$ cat config.mk
export PLATFORM = sky130hd
export DESIGN_NAME = h4_packet_deframer_flat
export DESIGN_NICKNAME = d
export VERILOG_FILES = /design/src/rtl/h4d_pkg.sv /design/src/rtl/h4d_in_if.sv /design/src/rtl/h4d_out_if.sv /design/src/rtl/h4d_parser.sv /design/src/rtl/h4_packet_deframer.sv /design/src/flat_wrapper.sv
export SDC_FILE = /design/constraint.sdc
export NUM_CORES = 1
export LEC_CHECK = 0
export BUFFER_PORTS_ARGS = -buffer_cell sky130_fd_sc_hd__buf_4
export CAP_MARGIN = 0
export CELL_PAD_IN_SITES_DETAIL_PLACEMENT = 0
export CELL_PAD_IN_SITES_GLOBAL_PLACEMENT = 1
export CORE_MARGIN = 2
export CORE_UTILIZATION = 44
export DETAILED_ROUTE_END_ITERATION = 7
export PLACE_DENSITY_LB_ADDON = 0.15
export SYNTH_ARGS = -nofsm -noshare
export SYNTH_HDL_FRONTEND = slang
export SYNTH_HIERARCHICAL = 1
export SYNTH_SLANG_ARGS = --single-unit
$ cat constraint.sdc
create_clock -name clk_i -period 4.6 [get_ports clk_i]
set_clock_uncertainty 0.2 [all_clocks]
set_input_delay 0.23 -clock clk_i [delete_from_list [all_inputs] [get_ports clk_i]]
set_output_delay 0.23 -clock clk_i [all_outputs]
set_load 0.01 [all_outputs]
$ cat src/rtl/h4d_pkg.sv
// Shared constants and types for the H4 packet deframer.
// No dependencies; the parser, the top and the testbench use it by scoped names.
`default_nettype none

package h4d_pkg;

  // Packet type bytes on the link
  localparam logic [7:0] TYPE_EVENT = 8'h04;
  localparam logic [7:0] TYPE_ACL   = 8'h02;

  // Header sizes in bytes, type byte excluded
  localparam logic [2:0] EVT_HDR = 3'd2;
  localparam logic [2:0] ACL_HDR = 3'd4;

  // Most results one received byte can cause (full ACL header)
  localparam logic [2:0] MAX_RES = 3'd4;

  localparam logic [15:0] MAX_PKT_RESET = 16'd1024;

  // Result status codes
  localparam logic [1:0] ST_DATA    = 2'd0;
  localparam logic [1:0] ST_BAD_TYP = 2'd1;
  localparam logic [1:0] ST_TOO_LNG = 2'd2;

  // Group of results produced by one received byte
  typedef struct packed {
    logic            kind;
    logic [1:0]      status;
    logic [2:0]      count;   // 0..MAX_RES results
    logic            first;   // entry 0 opens a packet
    logic            last;    // final entry closes a packet
    logic [3:0][7:0] data;
  } grp_t;

endpackage

`default_nettype wire

$ cat src/rtl/h4d_in_if.sv
// Receive byte channel: valid/ready handshake with one byte of payload.
// Depends on nothing.
`default_nettype none

interface h4d_in_if;
  logic       valid;
  logic       ready;
  logic [7:0] rx_byte;

  modport source (output valid, output rx_byte, input ready);
  modport sink   (input valid, input rx_byte, output ready);
endinterface

`default_nettype wire

$ cat src/rtl/h4d_out_if.sv
// Result channel: valid/ready handshake carrying one deframed result.
// Depends on nothing.
`default_nettype none

interface h4d_out_if;
  logic       valid;
  logic       ready;
  logic       packet_kind;
  logic [7:0] data_byte;
  logic       first_byte;
  logic       last_byte;
  logic [1:0] status;
  logic       run_end;

  modport source (output valid, output packet_kind, output data_byte, output first_byte,
                  output last_byte, output status, output run_end, input ready);
  modport sink   (input valid, input packet_kind, input data_byte, input first_byte,
                  input last_byte, input status, input run_end, output ready);
endinterface

`default_nettype wire

$ cat src/rtl/h4d_parser.sv
// H4 framing state machine: consumes one byte per accepted transaction and
// builds the group of results it causes. Depends on h4d_pkg.
`default_nettype none

module h4d_parser (
  input  wire logic        clk_i,
  input  wire logic        rst_ni,
  input  wire logic        take_i,      // byte accepted this cycle
  input  wire logic [7:0]  byte_i,
  input  wire logic [15:0] max_pkt_i,
  output h4d_pkg::grp_t    grp_o
);

  localparam logic [1:0] PH_TYPE    = 2'd0;
  localparam logic [1:0] PH_EVT     = 2'd1;
  localparam logic [1:0] PH_ACL     = 2'd2;
  localparam logic [1:0] PH_PAYLOAD = 2'd3;

  logic [1:0]  phase_q, phase_d;
  logic [1:0]  hcnt_q, hcnt_d;
  logic [15:0] rem_q, rem_d;
  logic        acl_q, acl_d;
  logic [7:0]  hdr_q [3];

  logic [1:0]  hdr_last;   // header bytes held before the final one
  logic [2:0]  hdr_size;
  logic [15:0] len;
  logic [16:0] total;
  logic        hdr_wr;

  always_comb begin
    hdr_last = acl_q ? 2'(h4d_pkg::ACL_HDR - 3'd1) : 2'(h4d_pkg::EVT_HDR - 3'd1);
    hdr_size = acl_q ? h4d_pkg::ACL_HDR : h4d_pkg::EVT_HDR;
    len      = acl_q ? {byte_i, hdr_q[2]} : {8'h00, byte_i};
    total    = {1'b0, len} + {14'd0, hdr_size};
  end

  always_comb begin
    phase_d = phase_q;
    hcnt_d  = hcnt_q;
    rem_d   = rem_q;
    acl_d   = acl_q;
    hdr_wr  = 1'b0;
    grp_o   = '0;
    grp_o.kind   = acl_q;
    grp_o.status = h4d_pkg::ST_DATA;
    unique case (phase_q)
      PH_TYPE: begin
        if (byte_i == h4d_pkg::TYPE_EVENT) begin
          acl_d   = 1'b0;
          phase_d = PH_EVT;
          hcnt_d  = 2'd0;
        end else if (byte_i == h4d_pkg::TYPE_ACL) begin
          acl_d   = 1'b1;
          phase_d = PH_ACL;
          hcnt_d  = 2'd0;
        end else begin
          grp_o.kind    = 1'b0;
          grp_o.status  = h4d_pkg::ST_BAD_TYP;
          grp_o.count   = 3'd1;
          grp_o.data[0] = byte_i;
        end
      end
      PH_EVT, PH_ACL: begin
        if (hcnt_q < hdr_last) begin
          hdr_wr = 1'b1;
          hcnt_d = hcnt_q + 2'd1;
        end else begin
          hcnt_d = 2'd0;
          if (total > {1'b0, max_pkt_i}) begin
            grp_o.status  = h4d_pkg::ST_TOO_LNG;
            grp_o.count   = 3'd1;
            grp_o.data[0] = byte_i;
            phase_d       = PH_TYPE;
          end else begin
            grp_o.first = 1'b1;
            grp_o.last  = (len == 16'd0);
            if (acl_q) begin
              grp_o.count = h4d_pkg::ACL_HDR;
              grp_o.data  = {byte_i, hdr_q[2], hdr_q[1], hdr_q[0]};
            end else begin
              grp_o.count   = h4d_pkg::EVT_HDR;
              grp_o.data[0] = hdr_q[0];
              grp_o.data[1] = byte_i;
            end
            if (len == 16'd0) begin
              phase_d = PH_TYPE;
            end else begin
              rem_d   = len;
              phase_d = PH_PAYLOAD;
            end
          end
        end
      end
      PH_PAYLOAD: begin
        grp_o.count   = 3'd1;
        grp_o.data[0] = byte_i;
        grp_o.last    = (rem_q <= 16'd1);
        if (rem_q <= 16'd1) begin
          rem_d   = 16'd0;
          phase_d = PH_TYPE;
        end else begin
          rem_d = rem_q - 16'd1;
        end
      end
      default: ;
    endcase
  end

  always_ff @(posedge clk_i or negedge rst_ni) begin
    if (!rst_ni) begin
      phase_q <= PH_TYPE;
      hcnt_q  <= 2'd0;
      rem_q   <= 16'd0;
      acl_q   <= 1'b0;
    end else if (take_i) begin
      phase_q <= phase_d;
      hcnt_q  <= hcnt_d;
      rem_q   <= rem_d;
      acl_q   <= acl_d;
    end
  end

  // Header bytes: no reset, always written before read
  always_ff @(posedge clk_i) begin
    if (take_i && hdr_wr) begin
      if (hcnt_q == 2'd0) hdr_q[0] <= byte_i;
      if (hcnt_q == 2'd1) hdr_q[1] <= byte_i;
      if (hcnt_q == 2'd2) hdr_q[2] <= byte_i;
    end
  end

  a_payload_nonzero: assert property (@(posedge clk_i) disable iff (!rst_ni)
    (phase_q == PH_PAYLOAD) |-> (rem_q != 16'd0))
    else $error("payload phase with nothing remaining");

  // event header holds at most one byte before its length byte
  a_evt_hdr_count: assert property (@(posedge clk_i) disable iff (!rst_ni)
    (phase_q == PH_EVT) |-> (!acl_q && hcnt_q <= 2'd1))
    else $error("event header state inconsistent");

  a_acl_hdr_count: assert property (@(posedge clk_i) disable iff (!rst_ni)
    (phase_q == PH_ACL) |-> acl_q)
    else $error("ACL header state inconsistent");

endmodule

`default_nettype wire

$ cat src/rtl/h4_packet_deframer.sv
// H4 packet deframer top: config register, parser and result buffer.
// Latency: a result appears the cycle after the byte that causes it is taken.
// Throughput with res_o.ready high: one byte per cycle while each byte yields
// at most one result; a completed header yields 2 (event) or 4 (ACL) results,
// one per cycle, and the next byte is taken in the cycle the last one drains.
// Reset (rst_ni, async, active low): waits for a type byte, buffer empty,
// max_packet_size = 1024. No clearing pass.
`default_nettype none

module h4_packet_deframer (
  input  wire logic        clk_i,
  input  wire logic        rst_ni,
  input  wire logic        cfg_we_i,
  input  wire logic [15:0] cfg_wdata_i,
  h4d_in_if.sink           rx_i,
  h4d_out_if.source        res_o
);

  logic [15:0]     max_pkt_q;

  h4d_pkg::grp_t   grp;
  logic            take;
  logic            pop;

  // Result buffer: holds the group of the last byte taken
  logic [2:0]      cnt_q;     // results still to deliver
  logic [1:0]      rd_q;      // entry being offered
  logic            kind_q;
  logic [1:0]      status_q;
  logic            first_q;
  logic            last_q;
  logic [3:0][7:0] data_q;

  // Configuration register, written only while idle by the user (unenforced)
  always_ff @(posedge clk_i or negedge rst_ni) begin
    if (!rst_ni) begin
      max_pkt_q <= h4d_pkg::MAX_PKT_RESET;
    end else if (cfg_we_i) begin
      max_pkt_q <= cfg_wdata_i;
    end
  end

  // A new byte is taken when the buffer is empty or its final result
  // leaves in this same cycle; header bursts and a stalled sink hold rx back.
  assign pop        = res_o.valid && res_o.ready;
  assign rx_i.ready = (cnt_q == 3'd0) || (pop && cnt_q == 3'd1);
  assign take       = rx_i.valid && rx_i.ready;

  h4d_parser u_parser (
    .clk_i     (clk_i),
    .rst_ni    (rst_ni),
    .take_i    (take),
    .byte_i    (rx_i.rx_byte),
    .max_pkt_i (max_pkt_q),
    .grp_o     (grp)
  );

  always_ff @(posedge clk_i or negedge rst_ni) begin
    if (!rst_ni) begin
      cnt_q <= 3'd0;
      rd_q  <= 2'd0;
    end else if (take) begin
      // buffer is free here; a held header byte leaves it empty
      cnt_q <= grp.count;
      rd_q  <= 2'd0;
    end else if (pop) begin
      cnt_q <= cnt_q - 3'd1;
      rd_q  <= rd_q + 2'd1;
    end
  end

  always_ff @(posedge clk_i) begin
    if (take) begin
      kind_q   <= grp.kind;
      status_q <= grp.status;
      first_q  <= grp.first;
      last_q   <= grp.last;
      data_q   <= grp.data;
    end
  end

  // Result channel
  assign res_o.valid       = (cnt_q != 3'd0);
  assign res_o.packet_kind = kind_q;
  assign res_o.data_byte   = data_q[rd_q];
  assign res_o.first_byte  = first_q && (rd_q == 2'd0);
  assign res_o.last_byte   = last_q && (cnt_q == 3'd1);
  assign res_o.status      = status_q;
  assign res_o.run_end     = (cnt_q == 3'd1);

  a_cnt_range: assert property (@(posedge clk_i) disable iff (!rst_ni)
    ({1'b0, rd_q} + cnt_q) <= h4d_pkg::MAX_RES)
    else $error("result buffer index past group end");

  a_burst_continues: assert property (@(posedge clk_i) disable iff (!rst_ni)
    (pop && cnt_q > 3'd1) |=> (res_o.valid && rd_q == $past(rd_q) + 2'd1))
    else $error("header burst broken");

  a_last_ends_run: assert property (@(posedge clk_i) disable iff (!rst_ni)
    (res_o.valid && res_o.last_byte) |-> res_o.run_end)
    else $error("packet end without run end");

  a_error_single: assert property (@(posedge clk_i) disable iff (!rst_ni)
    (res_o.valid && res_o.status != h4d_pkg::ST_DATA) |->
      (cnt_q == 3'd1 && rd_q == 2'd0 && !res_o.first_byte && !res_o.last_byte))
    else $error("error result not alone");

endmodule

`default_nettype wire

$ cat src/flat_wrapper.sv
// flat-port wrapper written by rule: the top's interface ports become plain ports
module h4_packet_deframer_flat 
  (clk_i, rst_ni, cfg_we_i, cfg_wdata_i, rx_i_valid, rx_i_rx_byte, rx_i_ready, res_o_valid, res_o_packet_kind, res_o_data_byte, res_o_first_byte, res_o_last_byte, res_o_status, res_o_run_end, res_o_ready);
  h4d_in_if rx_i_i ();
  h4d_out_if res_o_i ();
  input  wire logic clk_i;
  input  wire logic rst_ni;
  input  wire logic cfg_we_i;
  input  wire logic [15:0] cfg_wdata_i;
  input wire logic [$bits(rx_i_i.valid)-1:0] rx_i_valid;
  input wire logic [$bits(rx_i_i.rx_byte)-1:0] rx_i_rx_byte;
  output wire logic [$bits(rx_i_i.ready)-1:0] rx_i_ready;
  output wire logic [$bits(res_o_i.valid)-1:0] res_o_valid;
  output wire logic [$bits(res_o_i.packet_kind)-1:0] res_o_packet_kind;
  output wire logic [$bits(res_o_i.data_byte)-1:0] res_o_data_byte;
  output wire logic [$bits(res_o_i.first_byte)-1:0] res_o_first_byte;
  output wire logic [$bits(res_o_i.last_byte)-1:0] res_o_last_byte;
  output wire logic [$bits(res_o_i.status)-1:0] res_o_status;
  output wire logic [$bits(res_o_i.run_end)-1:0] res_o_run_end;
  input wire logic [$bits(res_o_i.ready)-1:0] res_o_ready;
  assign rx_i_i.valid = rx_i_valid;
  assign rx_i_i.rx_byte = rx_i_rx_byte;
  assign rx_i_ready = rx_i_i.ready;
  assign res_o_valid = res_o_i.valid;
  assign res_o_packet_kind = res_o_i.packet_kind;
  assign res_o_data_byte = res_o_i.data_byte;
  assign res_o_first_byte = res_o_i.first_byte;
  assign res_o_last_byte = res_o_i.last_byte;
  assign res_o_status = res_o_i.status;
  assign res_o_run_end = res_o_i.run_end;
  assign res_o_i.ready = res_o_ready;
  h4_packet_deframer u_core (.clk_i(clk_i), .rst_ni(rst_ni), .cfg_we_i(cfg_we_i), .cfg_wdata_i(cfg_wdata_i), .rx_i(rx_i_i), .res_o(res_o_i));
endmodule
==> results of run 1 <==
-- routing by layer --
metal,GRT usage [%],share of wire [%],up-vias,wire length [um]
met5,0,0,-,0
met4,6.61,1.7,0,258
met3,2.77,5.1,26,775
met2,36.0,48,152,7270
met1,30.0,45,2259,6850
li1,-,-,2210,-
-- power breakdown --
| part | switching [W] | total (W) | internal, W |
|---|---|---|---|
| logic | 0.000777 | 0.00136 | 0.000581 |
| registers | 0.000150 | 0.00133 | 0.00118 |
| clock network | 0.000361 | 0.000844 | 0.000483 |
| total | 0.00129 | 0.00354 | 0.00225 |
-- layout by cell type, fill, tap and decap left out, types with 4 or more instances in the layout --
cell type	count
nand3_1	10
inv_1	35
nand4_1	8
ha_1	29
nor3_1	14
clkbuf_16	9
edfxtp_1	61
mux4_2	8
a22o_1	6
o22ai_1	13
nor2_1	55
nand2_1	32
a31oi_1	4
buf_4	62
mux2i_1	12
o21ai_0	28
a21oi_1	24
xnor2_1	6
xor2_1	8
and3_1	15
nor4_1	15
dlygate4sd3_1	22
mux2_2	17
and2_1	6
dfrtp_1	40
-- kinds of logic (layout without fill, tap and decap cells) --
kind of cell	count (synthesis)	count (layout)	synth area share, %
xor+xnor	14	14	2.04
simple gates	190	190	16.7
compound gates	115	115	13.1
mux	39	39	8.67
flops	103	103	47.9
buf+inv	73	137	5.51
fa+ha+maj	29	29	6.03
-- layout make-up --
cell class,instances,share of cell area (%)
Sequential cell,103,40.7
Clock buffer,9,3.18
Clock inverter,7,1.41
Inverter,36,1.91
Tap cell,176,3.11
Multi-Input combinational cell,387,39.8
Timing Repair Buffer,85,9.84
-- sequential cells by signal, indices dropped and copies added, names as in the netlist --
| signal | count |
|---|---|
| u_core/cnt_q | 3 |
| u_core/data_q | 32 |
| u_core/first_q | 1 |
| u_core/last_q | 1 |
| u_core/max_pkt_q | 16 |
| u_core/rd_q | 2 |
| u_core/res_o.packet_kind | 1 |
| u_core/res_o.status | 2 |
| u_core/u_parser/acl_q | 1 |
| u_core/u_parser/hcnt_q | 2 |
| u_core/u_parser/hdr_q | 24 |
| u_core/u_parser/phase_q | 2 |
| u_core/u_parser/rem_q | 16 |
-- path summary, 6_finish.rpt --
check	from	end	slack [ns]	cells after the start
worst max register to register	u_core/u_parser/acl_q	u_core/data_q[20]	0.30	17
min in group asynchronous	rst_ni	u_core/rd_q[1]	0.21	2
worst min register to register	u_core/max_pkt_q[14]	u_core/max_pkt_q[14]	0.31	1
worst max-delay path	u_core/u_parser/acl_q	u_core/data_q[20]	0.30	17
worst min-delay path	rx_i_rx_byte[2]	u_core/u_parser/hdr_q[0][2]	0.02	1
max in group asynchronous	rst_ni	u_core/u_parser/acl_q	3.53	2
-- what timing repair did --
action	CTS	global route
resized for setup	0	3
hold buffers	22	0
setup endpoints to repair	0	24
endpoints found under the hold margin	72	0
-- stage by stage --
step	hold slack, ns	setup WS, ns
3_5_place_dp	0.0889	0.294
5_1_grt	0.0221	-0.00735
3_3_place_gp	0.0875	0.420
4_1_cts	0.0165	0.267
6_report	0.0225	0.298
2_1_floorplan	-0.266	0.0206
==> metrics, run 1 <==
Seq cells post-synth roughly 100; Most used DFF post-synth edfxtp_1; Final Hold Violating Endpoints 0; CP max-delay cell dfrtp_2; RSZ-0062 raised after global routing yes; first-pass GRT wire length between 20,000 and 25,000 um; core box area approximately 0.013 mm2; Synth Instances 563; top cell type's share of synthesized area between 30% and 40%; peak supply drop around 0.00026 V; Synth area leader edfxtp_1; Diodes inserted 0; Die ar. 0.0146 mm2; fraction of registers with async set/reset between 40% and 50%; Clock Tree Buf Depth 2; most common library cells after synthesis edfxtp_1 (61), nor2_1 (56), dfrtp_1 (41), inv_1 (35), nand2_1 (32); final WL 15,200 um; most used cell, CP a21oi_1; Worst Hold Class input port to flop; drt drc 0; Die Span Y approximately 120 um; io pins 45; Power Dens Cells 499 mW/mm2; layout cells sized above 1 between 20 and 25%; critical-path maximum fanout 12; Clk Latency, worst-skew pair roughly 0.36 ns; EDFF count, synth between 60 and 70; cell chain of the critical path inv_1 > nand2_1 > inv_1 > ha_1 > a21oi_1 > nor3_2 > nand4_1 > or3_1 > a21oi_1 > ha_1 > nand4_1 > nor3_1 > a21oi_1 > a221o_1 > nand2b_1 > inv_2 > and3_1; Worst path max stage delay about 0.47 ns; clock transition at the registers of the reported paths ~0.07 ns; I/O Buffers 44; delay-heaviest family, CP simple AND/OR/NAND/NOR gates; area of the multi-input gates 0.00282 mm2; crit start category flop; critical path arrival roughly 4.2 ns; Pre-Repair DR Iteration Count 5; final instance area between 0.007 and 0.008 mm2; Mapped Nets between 600 and 700; Leakage just under 3 nW; count of final setup violators 0; die width between 100 and 150 um; Post-DP Area between 0.006 and 0.007 mm2; MaxCap Viol Count 0; Critical Path RT 4.51 ns; Max H-tree Level 3; NumNets Final 680; outcome complete, no violations; CP bufs+invs 3; setup_tns 0 ns; period utilization between 90 and 100%; Iter 0 DRT Violations ~460; Area Growth Syn to Fin 17.7%; Routability Congestion about 0.84; antenna-violating nets left 0; Netlist Area Pre-Place between 0.006 and 0.007 mm2; Tightest Pin Transition 0.768 ns; initial antenna violation count 0; Starting Density 45.2%; CTS root buf clkbuf_16; largest net degree at the start of global routing 43; filler instances ~1,200; crit end category flop; Via density between 5 and 6; post-CTS setup buffers 0; Avg Inst Size Synth ~11 um2; total chip power between 0.003 and 0.004 W; most common cell in the netlist edfxtp_1; fmax between 200 and 250 MHz; routed len/inst ~19 um; Synth Warn # 6; dominant cells by area after synthesis edfxtp_1 (30%), dfrtp_1 (17%), ha_1 (6.0%), nor2_1 (3.5%), mux2_2 (3.2%); all-layer global routing usage 21.8%; filler-free cell count of the finished design between 800 and 900; Netlist cell types 78; CTS Sinks between 100 and 150; storage element area ~0.0029 mm2; Pins Over Slew Limit 0; gr ovfl total 0; cts bufs inserted 9; num rows 42; register area share after synthesis a little under half; post-DP HPWL approximately 11,000 um; via count of the first global-routing pass around 4,600; fin crit period approximately 4.3 ns; Cells after DPL 765; slew margin rel. just under 50%; vias 4,647; WS Path Type flop to flop; CTS tree yes; Final Core Density a little over half
No activity file was read; power rests on OpenSTA's default activity.
==> run 2, diff against run 1 <==
Settings changed: ABC_AREA set to 1, CORE_UTILIZATION 44 to 42, HOLD_SLACK_MARGIN set to 0.1.
==> run 2 against run 1 <==
Net effect: sequential power grew 4%; hold slack improved by 0.092 ns; register-to-register slack worse by 0.03 ns; non-clock buffer count up 15; highest routed layer unchanged; clock-buffer cell count rose by 4; largest power group unchanged; critical path depth increased by 8; die area is 3.1% higher; combinational power grew 7%; first-iteration DRC count is 27% lower.
==> metrics, run 2 <==
NumNets Final 804; Final Hold Violating Endpoints 0; Die Span Y about 120 um; max FFs per register 32; Comb power frac 39.4%; Die ar. approximately 0.015 mm2; commonest non-fill, non-tap cells in the layout nand2_1 (125), inv_1 (81), nor2_1 (72), edfxtp_1 (61), buf_4 (54); hold path start cfg_we_i; initial antenna violation count 0; Tightest Pin Transition 0.904 ns; I/O Buffers 44; CTS root buf clkbuf_16; critical-path maximum fanout 11; CTS Sinks 103; Netlist cell types 39; drt drc 0; RSZ-0062 raised after global routing yes; first-pass GRT wire length ~24,000 um; critical path arrival 4.32 ns; sequential group share of total power roughly 38%; num rows between 40 and 50; fraction of registers with async set/reset 40.8%; top cell type's share of synthesized area around 30%; gr ovfl total 0; met3 GRT Util under 10%; peak supply drop about 0.00022 V; Post-DP Area 0.00639 mm2; Max H-tree Level 3; outcome complete, no violations; Synth area leader edfxtp_1; Worst Hold Class input port to flop; Cells after DPL 864; crit end category flop; biggest regs u_core/data_q (32), u_core/u_parser/hdr_q (24); vias roughly 4,800; antenna-violating nets left 0; die width 123 um; GR Util met2 between 30% and 40%; largest net degree at the start of global routing 43; Power Dens Cells slightly above 500 mW/mm2; MaxCap Viol Count 0; area of the multi-input gates roughly 0.0026 mm2; most common cell after layout, fill and taps aside nand2_1; Routability Congestion between 0.9 and 1; Pins Over Slew Limit 0; count of final setup violators 0; register area share after synthesis between 40% and 50%; dominant cells by area after synthesis edfxtp_1 (31%), dfrtp_1 (17%), nand2_1 (7.9%), ha_1 (6.1%), inv_1 (5.3%); Global Route met1 Usage between 30% and 40%; CTS tree yes; fin crit period approximately 4.4 ns; core box area about 0.014 mm2; Leakage approximately 3.2 nW; EDFF count, synth a little over 60; final instance area between 0.007 and 0.008 mm2; Diodes inserted 0; post-DP HPWL around 11,000 um; clock transition at the registers of the reported paths around 0.06 ns; switching share of power between 30% and 40%; most common cell in the netlist nand2_1; filler-free cell count of the finished design roughly 930; setup_tns 0 ns; Synth Warn # 6; Starting Density around 43%; Worst R2R Start u_core/u_parser/acl_q; Synth Instances 653; Critical path origin rx_i_rx_byte[1]; Area Growth Syn to Fin 22.6%; period utilization around 95%; most used routing layer met2; Most flops, register u_core/data_q; switching power roughly 0.0014 W; WS Path Type input port to flop; routed len/inst around 16 um; io pins between 40 and 50; filler instances 1,260; Avg Inst Size Synth about 9.1 um2; Pre-Repair DR Iteration Count 5; Clk Latency, worst-skew pair 0.36 ns; fmax around 230 MHz; Via density just over 5; Most used DFF post-synth edfxtp_1; cts bufs inserted 9; Netlist Area Pre-Place between 0.005 and 0.006 mm2; all-layer global routing usage 21.7%; Clock Tree Buf Depth 2; crit start category input port; Mapped Nets about 700; most common library cells after synthesis nand2_1 (125), inv_1 (83), nor2_1 (75), edfxtp_1 (61), dfrtp_1 (41); Seq cells post-synth approximately 100; storage element area between 0.002 and 0.003 mm2; via count of the first global-routing pass 4,498; Iter 0 DRT Violations between 300 and 400; slew margin rel. between 30 and 40%; total chip power roughly 0.0037 W; final WL approximately 15,000 um; Critical Path RT about 4.6 ns; layout cells sized above 1 ~18%; Int Power between 0.002 and 0.0025 W; clock group share of total power a little under a quarter
-- run 2: cell count changes after synthesis, sizes merged, moves of 10 or more --
cell / change
nand2: +100
inv: +53
nand3: +20
nand4: +15
nor4: -14
clkbuf: -10
mux2i: -12
and3: -17
nor2: +28
-- run 2: power by group through the flow --
stage | registers (W) | logic [W] | clock network (W)
finish | 0.00138 | 0.00145 | 0.000849
global placement | 0.00140 | 0.00138 | 0
detailed placement | 0.00140 | 0.00139 | 0
CTS | 0.00138 | 0.00143 | 0.000867
floorplan | 0.00135 | 0.00100 | 0
global route | 0.00141 | 0.00163 | 0.000903
-- run 2: cell families after synthesis --
family                   after synthesis  share of synthesized area, %
AND/OR/NAND/NOR                      283                          21.8
buffers and inverters                108                          8.29
flip-flops                           103                          48.6
AO/OA/AOI/OAI                         88                          8.29
adder cells (fa/ha/maj)               29                          6.12
XOR/XNOR                              26                          3.84
multiplexers                          16                          3.04
-- run 2: critical path, stage by stage --
cell,delay [ns]
dlygate4sd3_1,0.54
buf_6,0.14
inv_2,0.07
nor2_4,0.12
ha_1,0.16
inv_1,0.04
nand2_1,0.10
nand3_2,0.11
nor2_2,0.11
nand2_1,0.09
nor3_2,0.22
nand4_1,0.18
nor3_2,0.26
nand3_1,0.12
xnor2_1,0.15
inv_1,0.09
ha_4,0.28
nand4_1,0.09
nor4_1,0.22
nand2_1,0.18
nand2_2,0.12
nand2_2,0.07
nor2_4,0.24
clkinv_8,0.11
a21oi_1,0.27
-- run 2: layout make-up --
class | count | share of cell area, %
Sequential cell | 103 | 39.7
Multi-Input combinational cell | 442 | 35.7
Timing Repair Buffer | 100 | 12.1
Inverter | 89 | 4.84
Clock buffer | 13 | 3.58
Tap cell | 180 | 3.10
Clock inverter | 3 | 0.895
Timing Repair inverter | 1 | 0.121
-- run 2: per-stage QoR --
step | setup WS, ns | hold WS, ns | utilization (%)
detailed placement | 0.321 | 0.0716 | 46.2
global route | -0.0158 | 0.125 | 52.5
global placement | 0.404 | 0.0610 | 46.2
CTS | 0.126 | 0.112 | 51.6
finish | 0.231 | 0.115 | 52.5
floorplan | 0.744 | -0.266 | -
-- run 2: routing by layer --
metal,vias up,wire (um)
met5,-,0
met4,0,182
met3,13,774
met2,124,7160
met1,2253,7210
li1,2375,-
-- run 2: timing repair --
item                                   4_1_cts  5_1_grt
setup endpoints to repair                    0       50
endpoints found under the hold margin       90        0
gates resized for setup                      0       20
buffers inserted                             0        8
hold buffers                                42        0
-- run 2: path summary, 6_finish.rpt --
| kind | end | slack [ns] | cells after the start |
|---|---|---|---|
| min in group asynchronous | u_core/max_pkt_q[5] | 0.21 | 2 |
| setup reg to reg | u_core/data_q[10] | 0.27 | 24 |
| setup / recovery | u_core/data_q[10] | 0.23 | 25 |
| hold reg to reg | u_core/cnt_q[1] | 0.30 | 2 |
| max in group asynchronous | u_core/u_parser/rem_q[12] | 3.59 | 2 |
| hold / removal | u_core/max_pkt_q[14] | 0.11 | 2 |
==> run 3, diff against run 2 <==
Settings changed: ABC_AREA 1 to unset, CORE_UTILIZATION 42 to 44.
==> run 3 against run 2 <==
Net effect: sequential power is 4% lower; hold slack worse by 0.0081 ns; via count is 1.5% lower; cell area is 1.4% lower; total power is 3.7% lower; routed wire length is 1.0% lower; first-iteration DRC count is 35% higher; global-route usage is 0.26 points higher; critical path type unchanged; largest power group unchanged.
==> metrics, run 3 (synthesis results as in run 1) <==
biggest regs u_core/data_q (32), u_core/u_parser/hdr_q (24); critical-path maximum fanout 18; core box area roughly 0.013 mm2; Worst R2R Start u_core/u_parser/acl_q; Via density between 5 and 6; routed len/inst 18.7 um; vias between 4,000 and 5,000; clock transition at the registers of the reported paths around 0.070 ns; filler instances around 1,200; fin crit period between 4 and 5 ns; RSZ-0062 raised after global routing yes; Leakage roughly 3 nW; Area Growth Syn to Fin 19.1%; post-DP HPWL about 11,000 um; largest net degree at the start of global routing 43; most common cell after layout, fill and taps aside buf_4; crit end category flop; peak supply drop 0.000260 V; Max H-tree Level 3; Clock Tree Buf Depth 2; first-pass GRT wire length between 20,000 and 25,000 um; clock group share of total power between 20% and 30%; io pins 45; slew margin rel. 48.1%; WS Path Type input port to flop; outcome complete, no violations; max FFs per register 32; all-layer global routing usage around 22%; MaxCap Viol Count 0; antenna-violating nets left 0; Critical Path RT 4.62 ns; hold depth 2; count of final setup violators 0; I/O Buffers 44; Comb power frac slightly below 40%; Power Dens Cells about 490 mW/mm2; Starting Density a little under half; period utilization between 90% and 100%; switching share of power between 30% and 40%; die width ~120 um; critical path arrival about 4.4 ns; Most flops, register u_core/data_q; initial antenna violation count 0; commonest non-fill, non-tap cells in the layout buf_4 (63), edfxtp_1 (61), nor2_1 (55), dfrtp_1 (41), inv_1 (35); Worst Hold Class input port to flop; via count of the first global-routing pass between 4,000 and 5,000; Die Span Y between 100 and 150 um; Routability Congestion 0.841; Tightest Pin Transition 0.771 ns; drt drc 0; setup slack, reg-to-reg about 0.31 ns; filler-free cell count of the finished design between 800 and 900; sequential group share of total power 37.6%; fmax between 200 and 250 MHz; Diodes inserted 0; layout cells sized above 1 20.5%; Pins Over Slew Limit 0; Die ar. about 0.015 mm2; hold path start cfg_we_i; Pre-Repair DR Iteration Count 5; CTS root buf clkbuf_16; setup_tns 0 ns; final WL around 15,000 um; Clk Latency, worst-skew pair roughly 0.35 ns; gr ovfl total 0; R2R depth 14; crit start category input port; switching power between 0.001 and 0.0015 W; CTS tree yes; NumNets Final 688; total chip power approximately 0.0035 W; Final Hold Violating Endpoints 0; Int Power between 0.002 and 0.0025 W; Iter 0 DRT Violations roughly 450; Critical path origin rx_i_rx_byte[1]; Hold Path End u_core/max_pkt_q[7]; reg2reg end u_core/data_q[5]; Cells after DPL about 770; num rows 42; cts bufs inserted 9; CTS Sinks 103
-- run 3: changes by cell type in the layout (fill, tap and decap cells not counted), sizes merged, moves of 12 or more --
| cell | previous run | this run |
|---|---|---|
| nor4 | 2 | 16 |
| mux2i | 0 | 12 |
| inv | 89 | 39 |
| nand3 | 30 | 10 |
| dlygate4sd3 | 42 | 29 |
| nand2 | 133 | 33 |
| nor2 | 84 | 56 |
| nand4 | 23 | 8 |
| and3 | 0 | 17 |
-- run 3: area by class of cell --
class	instances	area (um2)	area share [%]
Sequential cell	103	2880	40.3
Multi-Input combinational cell	387	2820	39.4
Timing Repair Buffer	93	774	10.8
Clock buffer	9	225	3.14
Tap cell	176	220	3.07
Inverter	36	135	1.89
Clock inverter	7	100	1.40
-- run 3: power groups by stage --
stage | logic (W) | registers, W | clock network, W
final | 0.00137 | 0.00133 | 0.000845
after floorplan | 0.00100 | 0.00128 | 0
after CTS | 0.00137 | 0.00133 | 0.000866
after global routing | 0.00151 | 0.00136 | 0.000909
after global placement | 0.00132 | 0.00134 | 0
after detailed placement | 0.00134 | 0.00135 | 0
-- run 3: per-layer routing --
| layer | share of wire [%] | up-vias | GRT usage (%) | wire [um] |
|---|---|---|---|---|
| li1 | - | 2226 | - | - |
| met1 | 45 | 2295 | 30.2 | 6770 |
| met2 | 49 | 162 | 36.2 | 7410 |
| met3 | 5.4 | 12 | 2.82 | 823 |
| met4 | 1.1 | 0 | 6.61 | 164 |
| met5 | 0 | - | 0 | 0 |
-- run 3: timing repair --
action	4_1_cts	5_1_grt
buffers inserted	0	1
setup endpoints to repair	0	31
endpoints found under the hold margin	90	0
hold buffers	29	0
resized for setup	0	3
-- run 3: worst max-delay path, cell delays in order --
cell           delay, ns
dlygate4sd3_1       0.53
buf_4               0.24
nand2_1             0.14
inv_1               0.08
ha_1                0.13
a21oi_1             0.07
nor3_2              0.28
nand4_1             0.22
or3_1               0.38
a21oi_1             0.15
ha_1                0.15
nand4_1             0.15
nor3_1              0.26
a21oi_1             0.13
a221o_1             0.42
a22oi_1             0.58
a22o_1              0.24
-- run 3: worst max path at each step --
stage	cells after the start	slack, ns	to
finish	17	0.24	u_core/data_q[5]
global route	20	-0.02	u_core/cnt_q[0]
CTS	20	0.20	u_core/cnt_q[0]
detailed placement	16	0.29	u_core/u_parser/rem_q[0]
global placement	15	0.42	u_core/u_parser/rem_q[0]
floorplan	20	0.02	u_core/data_q[2]
-- run 3: per-stage QoR --
stage / worst slack [ns] / area, um2 / hold WS (ns) / util [%]
after floorplan: 0.0206 / 6020 / -0.266 / -
after global placement: 0.420 / 6530 / 0.0875 / 49.1
after detailed placement: 0.294 / 6530 / 0.0889 / 49.1
after CTS: 0.199 / 7150 / 0.100 / 53.8
after global routing: -0.0208 / 7160 / 0.122 / 53.9
final: 0.242 / 7160 / 0.107 / 53.9
